## config.mk

```make
export PLATFORM = sky130hd
export DESIGN_NAME = led_strip_frame_buffer_core
export DESIGN_NICKNAME = d
export VERILOG_FILES = /design/src/rtl/core/lsfb_pkg.sv /design/src/rtl/core/led_strip_frame_buffer_core.sv /design/src/rtl/core/lsfb_store.sv /design/src/rtl/core/lsfb_seq.sv
export SDC_FILE = /design/constraint.sdc
export NUM_CORES = 1
export LEC_CHECK = 0
export ABC_CLOCK_PERIOD_IN_PS = 7430
export BUFFER_PORTS_ARGS = -buffer_cell sky130_fd_sc_hd__buf_2
export CAP_MARGIN = 20
export CORE_UTILIZATION = 55
export DETAILED_ROUTE_END_ITERATION = 7
export PLACE_DENSITY = 0.7
export SLEW_MARGIN = 20
export SYNTH_ARGS = -nofsm -noshare
export SYNTH_HDL_FRONTEND = slang
export SYNTH_SLANG_ARGS = --single-unit
```

## constraint.sdc

```tcl
create_clock -name clk -period 7.43 [get_ports clk]
set_input_delay 0.743 -clock clk [delete_from_list [all_inputs] [get_ports clk]]
set_output_delay 0.743 -clock clk [all_outputs]
set_load 0.02 [all_outputs]
```

## src/rtl/core/lsfb_pkg.sv

```systemverilog
// shared types and constants of the led strip frame buffer
`default_nettype none

package lsfb_pkg;

  localparam int MAX_PIXELS = 16;
  localparam int IDX_W      = (MAX_PIXELS > 1) ? $clog2(MAX_PIXELS) : 1;
  localparam int CNT_W      = $clog2(MAX_PIXELS + 1);
  localparam int WORD_W     = 24;
  localparam int CFG_IDX_W  = 2;

  // configuration register indexes
  localparam logic [CFG_IDX_W-1:0] CFG_PIXEL_COUNT   = CFG_IDX_W'(0);
  localparam logic [CFG_IDX_W-1:0] CFG_CHANNEL_ORDER = CFG_IDX_W'(1);
  localparam logic [CFG_IDX_W-1:0] CFG_BRIGHTNESS    = CFG_IDX_W'(2);

  // byte order codes, first transmitted color first
  typedef enum logic [2:0] {
    ORD_BGR = 3'd0,
    ORD_BRG = 3'd1,
    ORD_GBR = 3'd2,
    ORD_GRB = 3'd3,
    ORD_RBG = 3'd4,
    ORD_RGB = 3'd5
  } order_t;

  // command codes
  typedef enum logic [2:0] {
    KIND_SET      = 3'd0,
    KIND_FILL     = 3'd1,
    KIND_ROT_NEXT = 3'd2,
    KIND_ROT_PREV = 3'd3,
    KIND_CLEAR    = 3'd4,
    KIND_SHOW     = 3'd5
  } kind_t;

  // one accepted command, color already scaled and packed
  typedef struct packed {
    logic [2:0]        kind;
    logic [7:0]        first;
    logic [7:0]        last;
    logic [WORD_W-1:0] word;
    logic              word_ok;
  } cmd_t;

  // sequencer to store
  typedef struct packed {
    logic              wr_en;
    logic [IDX_W-1:0]  wr_addr;
    logic [WORD_W-1:0] wr_data;
    logic [IDX_W-1:0]  rd_addr;
    logic              clr_en;
    logic [CNT_W-1:0]  clr_count;
  } mem_req_t;

  // one streamed pixel
  typedef struct packed {
    logic              valid;
    logic [WORD_W-1:0] word;
    logic [3:0]        position;
    logic              last;
  } res_t;

endpackage

`default_nettype wire

```

## src/rtl/core/led_strip_frame_buffer_core.sv

```systemverilog
// top level of the led strip frame buffer
//
// one command is taken at a clock edge where start is high and busy is low;
// the receiver cannot stall, so each shown pixel is on pixel_word,
// pixel_position and last for exactly one cycle, marked by result_valid.
// set writes its one pixel and fill each stored pixel of its range in
// turn; rotate reads each pixel in turn through the single store read
// port, then passes a drain state and a wrap-around write; show streams
// n beats back to back, busy dropping as the last beat comes out.
// clear, ignored commands and show without changes leave busy low.
// the store reads as zero after reset through per-pixel valid flags, so
// there is no clearing pass. configuration is written on its own channel
// and is always ready; write it only while the block is idle.
`default_nettype none

module led_strip_frame_buffer_core (
  input  logic                           clk,
  input  logic                           rst,
  // command beat
  input  logic                           start,
  output logic                           busy,
  input  logic [2:0]                     kind,
  input  logic [7:0]                     first_index,
  input  logic [7:0]                     last_index,
  input  logic [7:0]                     red,
  input  logic [7:0]                     green,
  input  logic [7:0]                     blue,
  // result beat
  output logic                           result_valid,
  output logic [23:0]                    pixel_word,
  output logic [3:0]                     pixel_position,
  output logic                           last,
  // configuration write channel
  input  logic                           cfg_valid,
  output logic                           cfg_ready,
  input  logic [lsfb_pkg::CFG_IDX_W-1:0] cfg_index,
  input  logic [7:0]                     cfg_data
);
  import lsfb_pkg::*;

  logic [4:0]        pixel_count;
  logic [2:0]        channel_order;
  logic [7:0]        brightness;

  logic [CNT_W-1:0]  n;
  logic [7:0]        r_s, g_s, b_s;
  cmd_t              cmd;
  mem_req_t          req;
  res_t              res;
  logic [WORD_W-1:0] rd_data;
  logic              accept;

  // brightness weight over 256, zero passes the color through
  function automatic logic [7:0] scale(input logic [7:0] c, input logic [7:0] w);
    logic [15:0] p;
    p = c * w;
    return (w != 8'd0) ? p[15:8] : c;
  endfunction

  // config registers; always ready, unknown index is dropped
  assign cfg_ready = 1'b1;

  always_ff @(posedge clk) begin
    if (rst) begin
      pixel_count   <= 5'd1;
      channel_order <= ORD_GRB;
      brightness    <= 8'd0;
    end else if (cfg_valid && cfg_ready) begin
      unique case (cfg_index)
        CFG_PIXEL_COUNT:   pixel_count   <= cfg_data[4:0];
        CFG_CHANNEL_ORDER: channel_order <= cfg_data[2:0];
        CFG_BRIGHTNESS:    brightness    <= cfg_data;
        default: ;
      endcase
    end
  end

  // pixels in use: zero acts as one, clamp to the store depth
  always_comb begin
    if (pixel_count == 5'd0) begin
      n = CNT_W'(1);
    end else if (32'(pixel_count) > MAX_PIXELS) begin
      n = CNT_W'(MAX_PIXELS);
    end else begin
      n = CNT_W'(pixel_count);
    end
  end

  assign r_s = scale(red, brightness);
  assign g_s = scale(green, brightness);
  assign b_s = scale(blue, brightness);

  // pack in transmit order, first byte on top
  always_comb begin
    cmd.kind    = kind;
    cmd.first   = first_index;
    cmd.last    = last_index;
    cmd.word_ok = 1'b1;
    unique case (channel_order)
      ORD_BGR: cmd.word = {b_s, g_s, r_s};
      ORD_BRG: cmd.word = {b_s, r_s, g_s};
      ORD_GBR: cmd.word = {g_s, b_s, r_s};
      ORD_GRB: cmd.word = {g_s, r_s, b_s};
      ORD_RBG: cmd.word = {r_s, b_s, g_s};
      ORD_RGB: cmd.word = {r_s, g_s, b_s};
      default: begin
        // undefined order: set and fill store nothing
        cmd.word    = '0;
        cmd.word_ok = 1'b0;
      end
    endcase
  end

  assign accept = start && !busy;

  lsfb_seq u_seq (
    .clk     (clk),
    .rst     (rst),
    .accept  (accept),
    .cmd     (cmd),
    .n       (n),
    .busy    (busy),
    .req     (req),
    .rd_data (rd_data),
    .res     (res)
  );

  lsfb_store u_store (
    .clk     (clk),
    .rst     (rst),
    .req     (req),
    .rd_data (rd_data)
  );

  assign result_valid   = res.valid;
  assign pixel_word     = res.word;
  assign pixel_position = res.position;
  assign last           = res.last;

endmodule

`default_nettype wire

```

## src/rtl/core/lsfb_store.sv

```systemverilog
// pixel memory with per-entry valid flags and registered read
`default_nettype none

module lsfb_store (
  input  logic                         clk,
  input  logic                         rst,
  input  lsfb_pkg::mem_req_t           req,
  output logic [lsfb_pkg::WORD_W-1:0]  rd_data
);
  import lsfb_pkg::*;

  logic [WORD_W-1:0]     mem [MAX_PIXELS];
  logic [MAX_PIXELS-1:0] valid;
  logic [WORD_W-1:0]     data_q;
  logic                  vld_q;

  always_ff @(posedge clk) begin
    if (req.wr_en) begin
      mem[req.wr_addr] <= req.wr_data;
    end
    data_q <= mem[req.rd_addr];
  end

  // entry that is not valid reads as zero
  always_ff @(posedge clk) begin
    if (rst) begin
      valid <= '0;
      vld_q <= 1'b0;
    end else begin
      vld_q <= valid[req.rd_addr];
      if (req.clr_en) begin
        for (int i = 0; i < MAX_PIXELS; i++) begin
          if (CNT_W'(i) < req.clr_count) begin
            valid[i] <= 1'b0;
          end
        end
      end
      if (req.wr_en) begin
        valid[req.wr_addr] <= 1'b1;
      end
    end
  end

  assign rd_data = vld_q ? data_q : '0;

endmodule

`default_nettype wire

```

## src/rtl/core/lsfb_seq.sv

```systemverilog
// command sequencer: fill walk, rotate read-modify-write, show stream
`default_nettype none

module lsfb_seq (
  input  logic                        clk,
  input  logic                        rst,
  input  logic                        accept,
  input  lsfb_pkg::cmd_t              cmd,
  input  logic [lsfb_pkg::CNT_W-1:0]  n,
  output logic                        busy,
  output lsfb_pkg::mem_req_t          req,
  input  logic [lsfb_pkg::WORD_W-1:0] rd_data,
  output lsfb_pkg::res_t              res
);
  import lsfb_pkg::*;

  typedef enum logic [2:0] {
    S_IDLE,
    S_FILL,
    S_READ,
    S_DRAIN,
    S_ROT_FIX
  } state_t;

  state_t            state;
  kind_t             op;
  logic [WORD_W-1:0] word_q;
  logic [WORD_W-1:0] held;
  logic [IDX_W-1:0]  idx;
  logic [IDX_W-1:0]  end_idx;
  logic [IDX_W-1:0]  arr_idx;
  logic              arr;
  logic              dirty;

  logic [7:0]        n8;
  logic [IDX_W-1:0]  last_ix;
  logic [7:0]        fill_end;
  logic              fill_go;

  assign n8      = 8'(n);
  assign last_ix = IDX_W'(n - CNT_W'(1));
  assign fill_end = (cmd.kind == KIND_SET) ? cmd.first :
                    ((cmd.last < n8) ? cmd.last : n8 - 8'd1);
  assign fill_go = cmd.word_ok && (cmd.first < n8) && (cmd.first <= fill_end);
  assign busy    = (state != S_IDLE);

  always_comb begin
    req           = '0;
    req.rd_addr   = idx;
    req.clr_en    = accept && (cmd.kind == KIND_CLEAR);
    req.clr_count = n;
    unique case (state)
      S_FILL: begin
        req.wr_en   = 1'b1;
        req.wr_addr = idx;
        req.wr_data = word_q;
      end
      S_READ, S_DRAIN: begin
        if (arr && (arr_idx != '0)) begin
          if (op == KIND_ROT_NEXT) begin
            req.wr_en   = 1'b1;
            req.wr_addr = arr_idx;
            req.wr_data = held;
          end else if (op == KIND_ROT_PREV) begin
            req.wr_en   = 1'b1;
            req.wr_addr = arr_idx - IDX_W'(1);
            req.wr_data = rd_data;
          end
        end
      end
      S_ROT_FIX: begin
        req.wr_en   = 1'b1;
        req.wr_addr = (op == KIND_ROT_NEXT) ? '0 : last_ix;
        req.wr_data = held;
      end
      default: ;
    endcase
  end

  always_ff @(posedge clk) begin
    if (rst) begin
      state     <= S_IDLE;
      dirty     <= 1'b1;
      arr       <= 1'b0;
      res.valid <= 1'b0;
    end else begin
      res.valid <= 1'b0;
      arr       <= (state == S_READ);
      arr_idx   <= idx;

      if (arr) begin
        if (op == KIND_SHOW) begin
          res.valid    <= 1'b1;
          res.word     <= rd_data;
          res.position <= 4'(arr_idx);
          res.last     <= (arr_idx == last_ix);
        end
        if (op == KIND_ROT_NEXT || (op == KIND_ROT_PREV && arr_idx == '0)) begin
          held <= rd_data;
        end
      end

      unique case (state)
        S_IDLE: begin
          if (accept) begin
            unique case (cmd.kind)
              KIND_SET, KIND_FILL: begin
                if (fill_go) begin
                  state   <= S_FILL;
                  op      <= kind_t'(cmd.kind);
                  idx     <= IDX_W'(cmd.first);
                  end_idx <= IDX_W'(fill_end);
                  word_q  <= cmd.word;
                  dirty   <= 1'b1;
                end
              end
              KIND_ROT_NEXT, KIND_ROT_PREV: begin
                if (n > CNT_W'(1)) begin
                  state <= S_READ;
                  op    <= kind_t'(cmd.kind);
                  idx   <= '0;
                  dirty <= 1'b1;
                end
              end
              KIND_CLEAR: dirty <= 1'b1;
              KIND_SHOW: begin
                if (dirty) begin
                  state <= S_READ;
                  op    <= KIND_SHOW;
                  idx   <= '0;
                  dirty <= 1'b0;
                end
              end
              default: ;
            endcase
          end
        end
        S_FILL: begin
          if (idx == end_idx) begin
            state <= S_IDLE;
          end else begin
            idx <= idx + IDX_W'(1);
          end
        end
        S_READ: begin
          if (idx == last_ix) begin
            state <= S_DRAIN;
          end else begin
            idx <= idx + IDX_W'(1);
          end
        end
        S_DRAIN: state <= (op == KIND_SHOW) ? S_IDLE : S_ROT_FIX;
        S_ROT_FIX: state <= S_IDLE;
        default: state <= S_IDLE;
      endcase
    end
  end

endmodule

`default_nettype wire

```

==> impl_metrics.py <==
metrics = {
    "worst_setup_path": {
        "r2r-start": "brightness[5]$_SDFFE_PP0P_",
        "crit_start": "brightness[5]$_SDFFE_PP0P_",
        "crit_type": "reg -> reg",
        "arrival_ps": 5950,
        "worstPathMaxFanout": 25,
        "required_ps": 7720,
        "worst_setup_path_end_kind": "register",
        "crit_path_start_kind": "register",
    },
    "final_layout": {
        "layout-drive-gt1-share": 0.174,
        "n_antenna_cell": 0,
        "fillers": 3725,
        "seq_area_sq_mm": 0.0156,
        "stdcell_count": 2764,
        "area_growth_syn_to_layout_pct": 10.2,
        "final_core_util": 0.615,
        "multi_input_area_sq_mm": 0.0114,
        "nets": 2329,
    },
    "drt": {
        "avgRoutedWirePerCell_um": 23.7,
        "routed.top_layer": "met5",
        "m1WireLength_um": 27300,
        "drt_iter0_drc": 1519,
        "wl_met3_um": 4780,
        "vias": 16600,
        "vias_per_cell": 6.02,
        "drt_wl_total_um": 65600,
        "detail-route-antenna-nets": 0,
        "drc_errors": 0,
        "wl_met2_um": 31600,
        "drtPass1Iterations": 5,
    },
    "floorplanning": {
        "num_io_pins": 89,
        "dieWidth_um": 228,
        "initial_core_util": 0.558,
        "die_h_um": 228,
        "rows": 82,
        "core_area_sq_mm": 0.0502,
        "dieArea_sq_mm": 0.0518,
    },
    "placement": {
        "dp_hpwl_um": 39700,
        "io_buffers": 87,
        "place_inst": 2666,
        "place.gp.congestion": 0.906,
    },
    "timing": {
        "skew_ps": 44.9,
        "finalCritPeriodShare": 0.763,
        "tightest_slew_ps": 1060,
        "finalSetupViolCount": 0,
        "fmax_mhz": 177,
        "grt_setup_unrepaired": "no",
        "slew_headroom": 0.293,
        "finalCriticalPeriod_ps": 5670,
        "drv_slew": 0,
        "tns_ps": 0,
        "final_hold_viol_count": 0,
    },
    "grt": {
        "grt_pass1_vias": 17400,
        "grt_max_degree": 107,
        "antenna_found_initial": 0,
        "grt_pass1_wl_um": 102000,
        "track_usage": 0.259,
        "gr-total-overflow": 0,
    },
    "synthesis": {
        "synthDistinctLibCells": 82,
        "yosysTopAreaCell": "edfxtp_1",
        "synth.avg_cell_area_sq_um": 14.2,
        "synth_edf_count": 476,
        "ys_ff_latch": 539,
        "synthArstFlopShare": 0,
        "synth_flop_cell": "edfxtp_1",
        "syn_inst": 1974,
        "synth_nets": 2255,
        "syn-cell-area_sq_mm": 0.0280,
        "synth_top_area_frac": 0.510,
        "synth_most_common_cell": "edfxtp_1",
        "seq_area_frac_synth": 0.555,
        "synth_area_leaders": "edfxtp_1 (51%), mux4_2 (10%), fa_1 (7.5%)",
        "ys_top_cells_by_count": "edfxtp_1 (476), inv_1 (173), nand2_1 (171), and2_1 (165), mux4_2 (125)",
        "ys_warn_count": 0,
    },
    "power_and_ir_drop": {
        "report.power.total_w": 0.00660,
        "p_leak_nw": 12.0,
        "powerDensity_mw_per_mm2": 214,
        "ir_drop_v": 0.000228,
    },
    "clock_network": {
        "ctsHoldBuffers": 0,
        "clock_path_buffers": 3,
        "clk_pin_slew_ps": 60,
        "cts-resized-gates": 0,
        "cts_made_buffers": 52,
        "post_cts_buffers": 0,
        "worstSkewPairLatency_ps": 620,
        "cts_tree": "yes",
        "clockRootBuffer": "clkbuf_16",
        "clock_sinks": 539,
        "cts-htree-levels": 2,
    },
    "flow_run": {
        "drv_cap": 0,
    },
    "hold_path": {
        "hold_class": "in -> reg",
        "worstHoldStart": "kind[0]",
    },
    "outcome": {
        "status": "finished clean",
    },
}
==> worst max-delay path, stage by stage, from the launching register on <==
cell and delay, ps:
dfxtp_1 960, nand2_1 190, fa_1 540, fa_1 490, inv_1 50, fa_1 500, fa_1 420, ha_1 330
a2111oi_2 350, o21ai_2 180, a21oi_1 270, nor4_1 90, nor3b_1 510, mux2i_1 170, o21ai_1 200, mux2i_1 110
==> cell type report <==
type | count | share of cell area
clock buffers | 63 | 0.0445
clock inverters | 35 | 0.0107
inverters | 175 | 0.0213
multi-input cells | 1163 | 0.371
flip-flops and latches | 539 | 0.504
well taps | 672 | 0.0272
repair buffers | 117 | 0.0218
==> path summary, 6_finish.rpt <==
path / endpoint / slack [ps] / cells after the start
setup / recovery: u_seq.word_q[5]$_DFFE_PP_ / 1760 / 15
hold / removal: u_seq.op[0]$_SDFFCE_PP1P_ / 400 / 1
setup reg to reg: u_seq.word_q[5]$_DFFE_PP_ / 1760 / 15
hold reg to reg: u_store.valid[8]$_SDFF_PP0_ / 470 / 2
==> layer usage <==
layer | global-route usage | vias up
met1 | 0.357 | 8463
met4 | 0.0834 | 2
met5 | 0.0147 | -
met2 | 0.424 | 659
li1 | - | 7384
met3 | 0.0413 | 118
==> metrics by stage <==
step | setup slack, ps | hold slack (ps) | instance area [sq um]
floorplan | 1780 | 445 | 28000
global placement | 1860 | 466 | 29200
detailed placement | 1800 | 467 | 29200
CTS | 1720 | 381 | 30900
global route | 1480 | 401 | 30900
finish | 1760 | 400 | 30900
==> cell families after synthesis <==
family	after synthesis	synth area share
AO/OA/AOI/OAI	233	0.0566
XOR/XNOR	37	0.0116
adder cells (fa/ha/maj)	224	0.128
buffers and inverters	272	0.0380
flip-flops	539	0.555
multiplexers	177	0.119
other	1	0.000134
AND/OR/NAND/NOR	491	0.0909
==> cell usage in the layout, fill, tap and decap left out, types with 5 or more instances in the layout <==
master       n
a21o_1       8
a21oi_1     54
a22oi_1     28
a31oi_1     12
and2_1     165
and3_1       6
buf_2       87
buf_4       29
clkbuf_1     9
clkbuf_16   53
clkinv_1    23
clkinv_2     8
dfxtp_1     63
edfxtp_1   476
fa_1       105
ha_1       119
inv_1      159
inv_2        7
mux2_2       9
mux2i_1     43
mux4_2     125
nand2_1    171
nand2b_1     8
nand3_1     10
nand4_1      6
nor2_1      57
nor3_1      15
nor4_1      12
o21a_1       8
o21ai_0     45
o21ai_1      5
o21bai_1     5
o31a_1       7
xnor2_1     17
xor2_1      20
==> flip-flops by register name, indices dropped and copies added, names as in the netlist, 5 cells and up <==
register	count
u_store.data_q	24
pixel_count	5
u_seq.held	24
brightness	8
u_seq.res	30
u_store.mem	384
u_store.valid	16
u_seq.word_q	24
==> power breakdown <==
part / switching, W / total [W] / internal [W]
clock network: 0.00114 / 0.00261 / 0.00147
registers: 0.0000269 / 0.00338 / 0.00335
logic: 0.000370 / 0.000611 / 0.000241
total: 0.00154 / 0.00660 / 0.00506
Note: power is estimated with default switching activity, not from simulation.
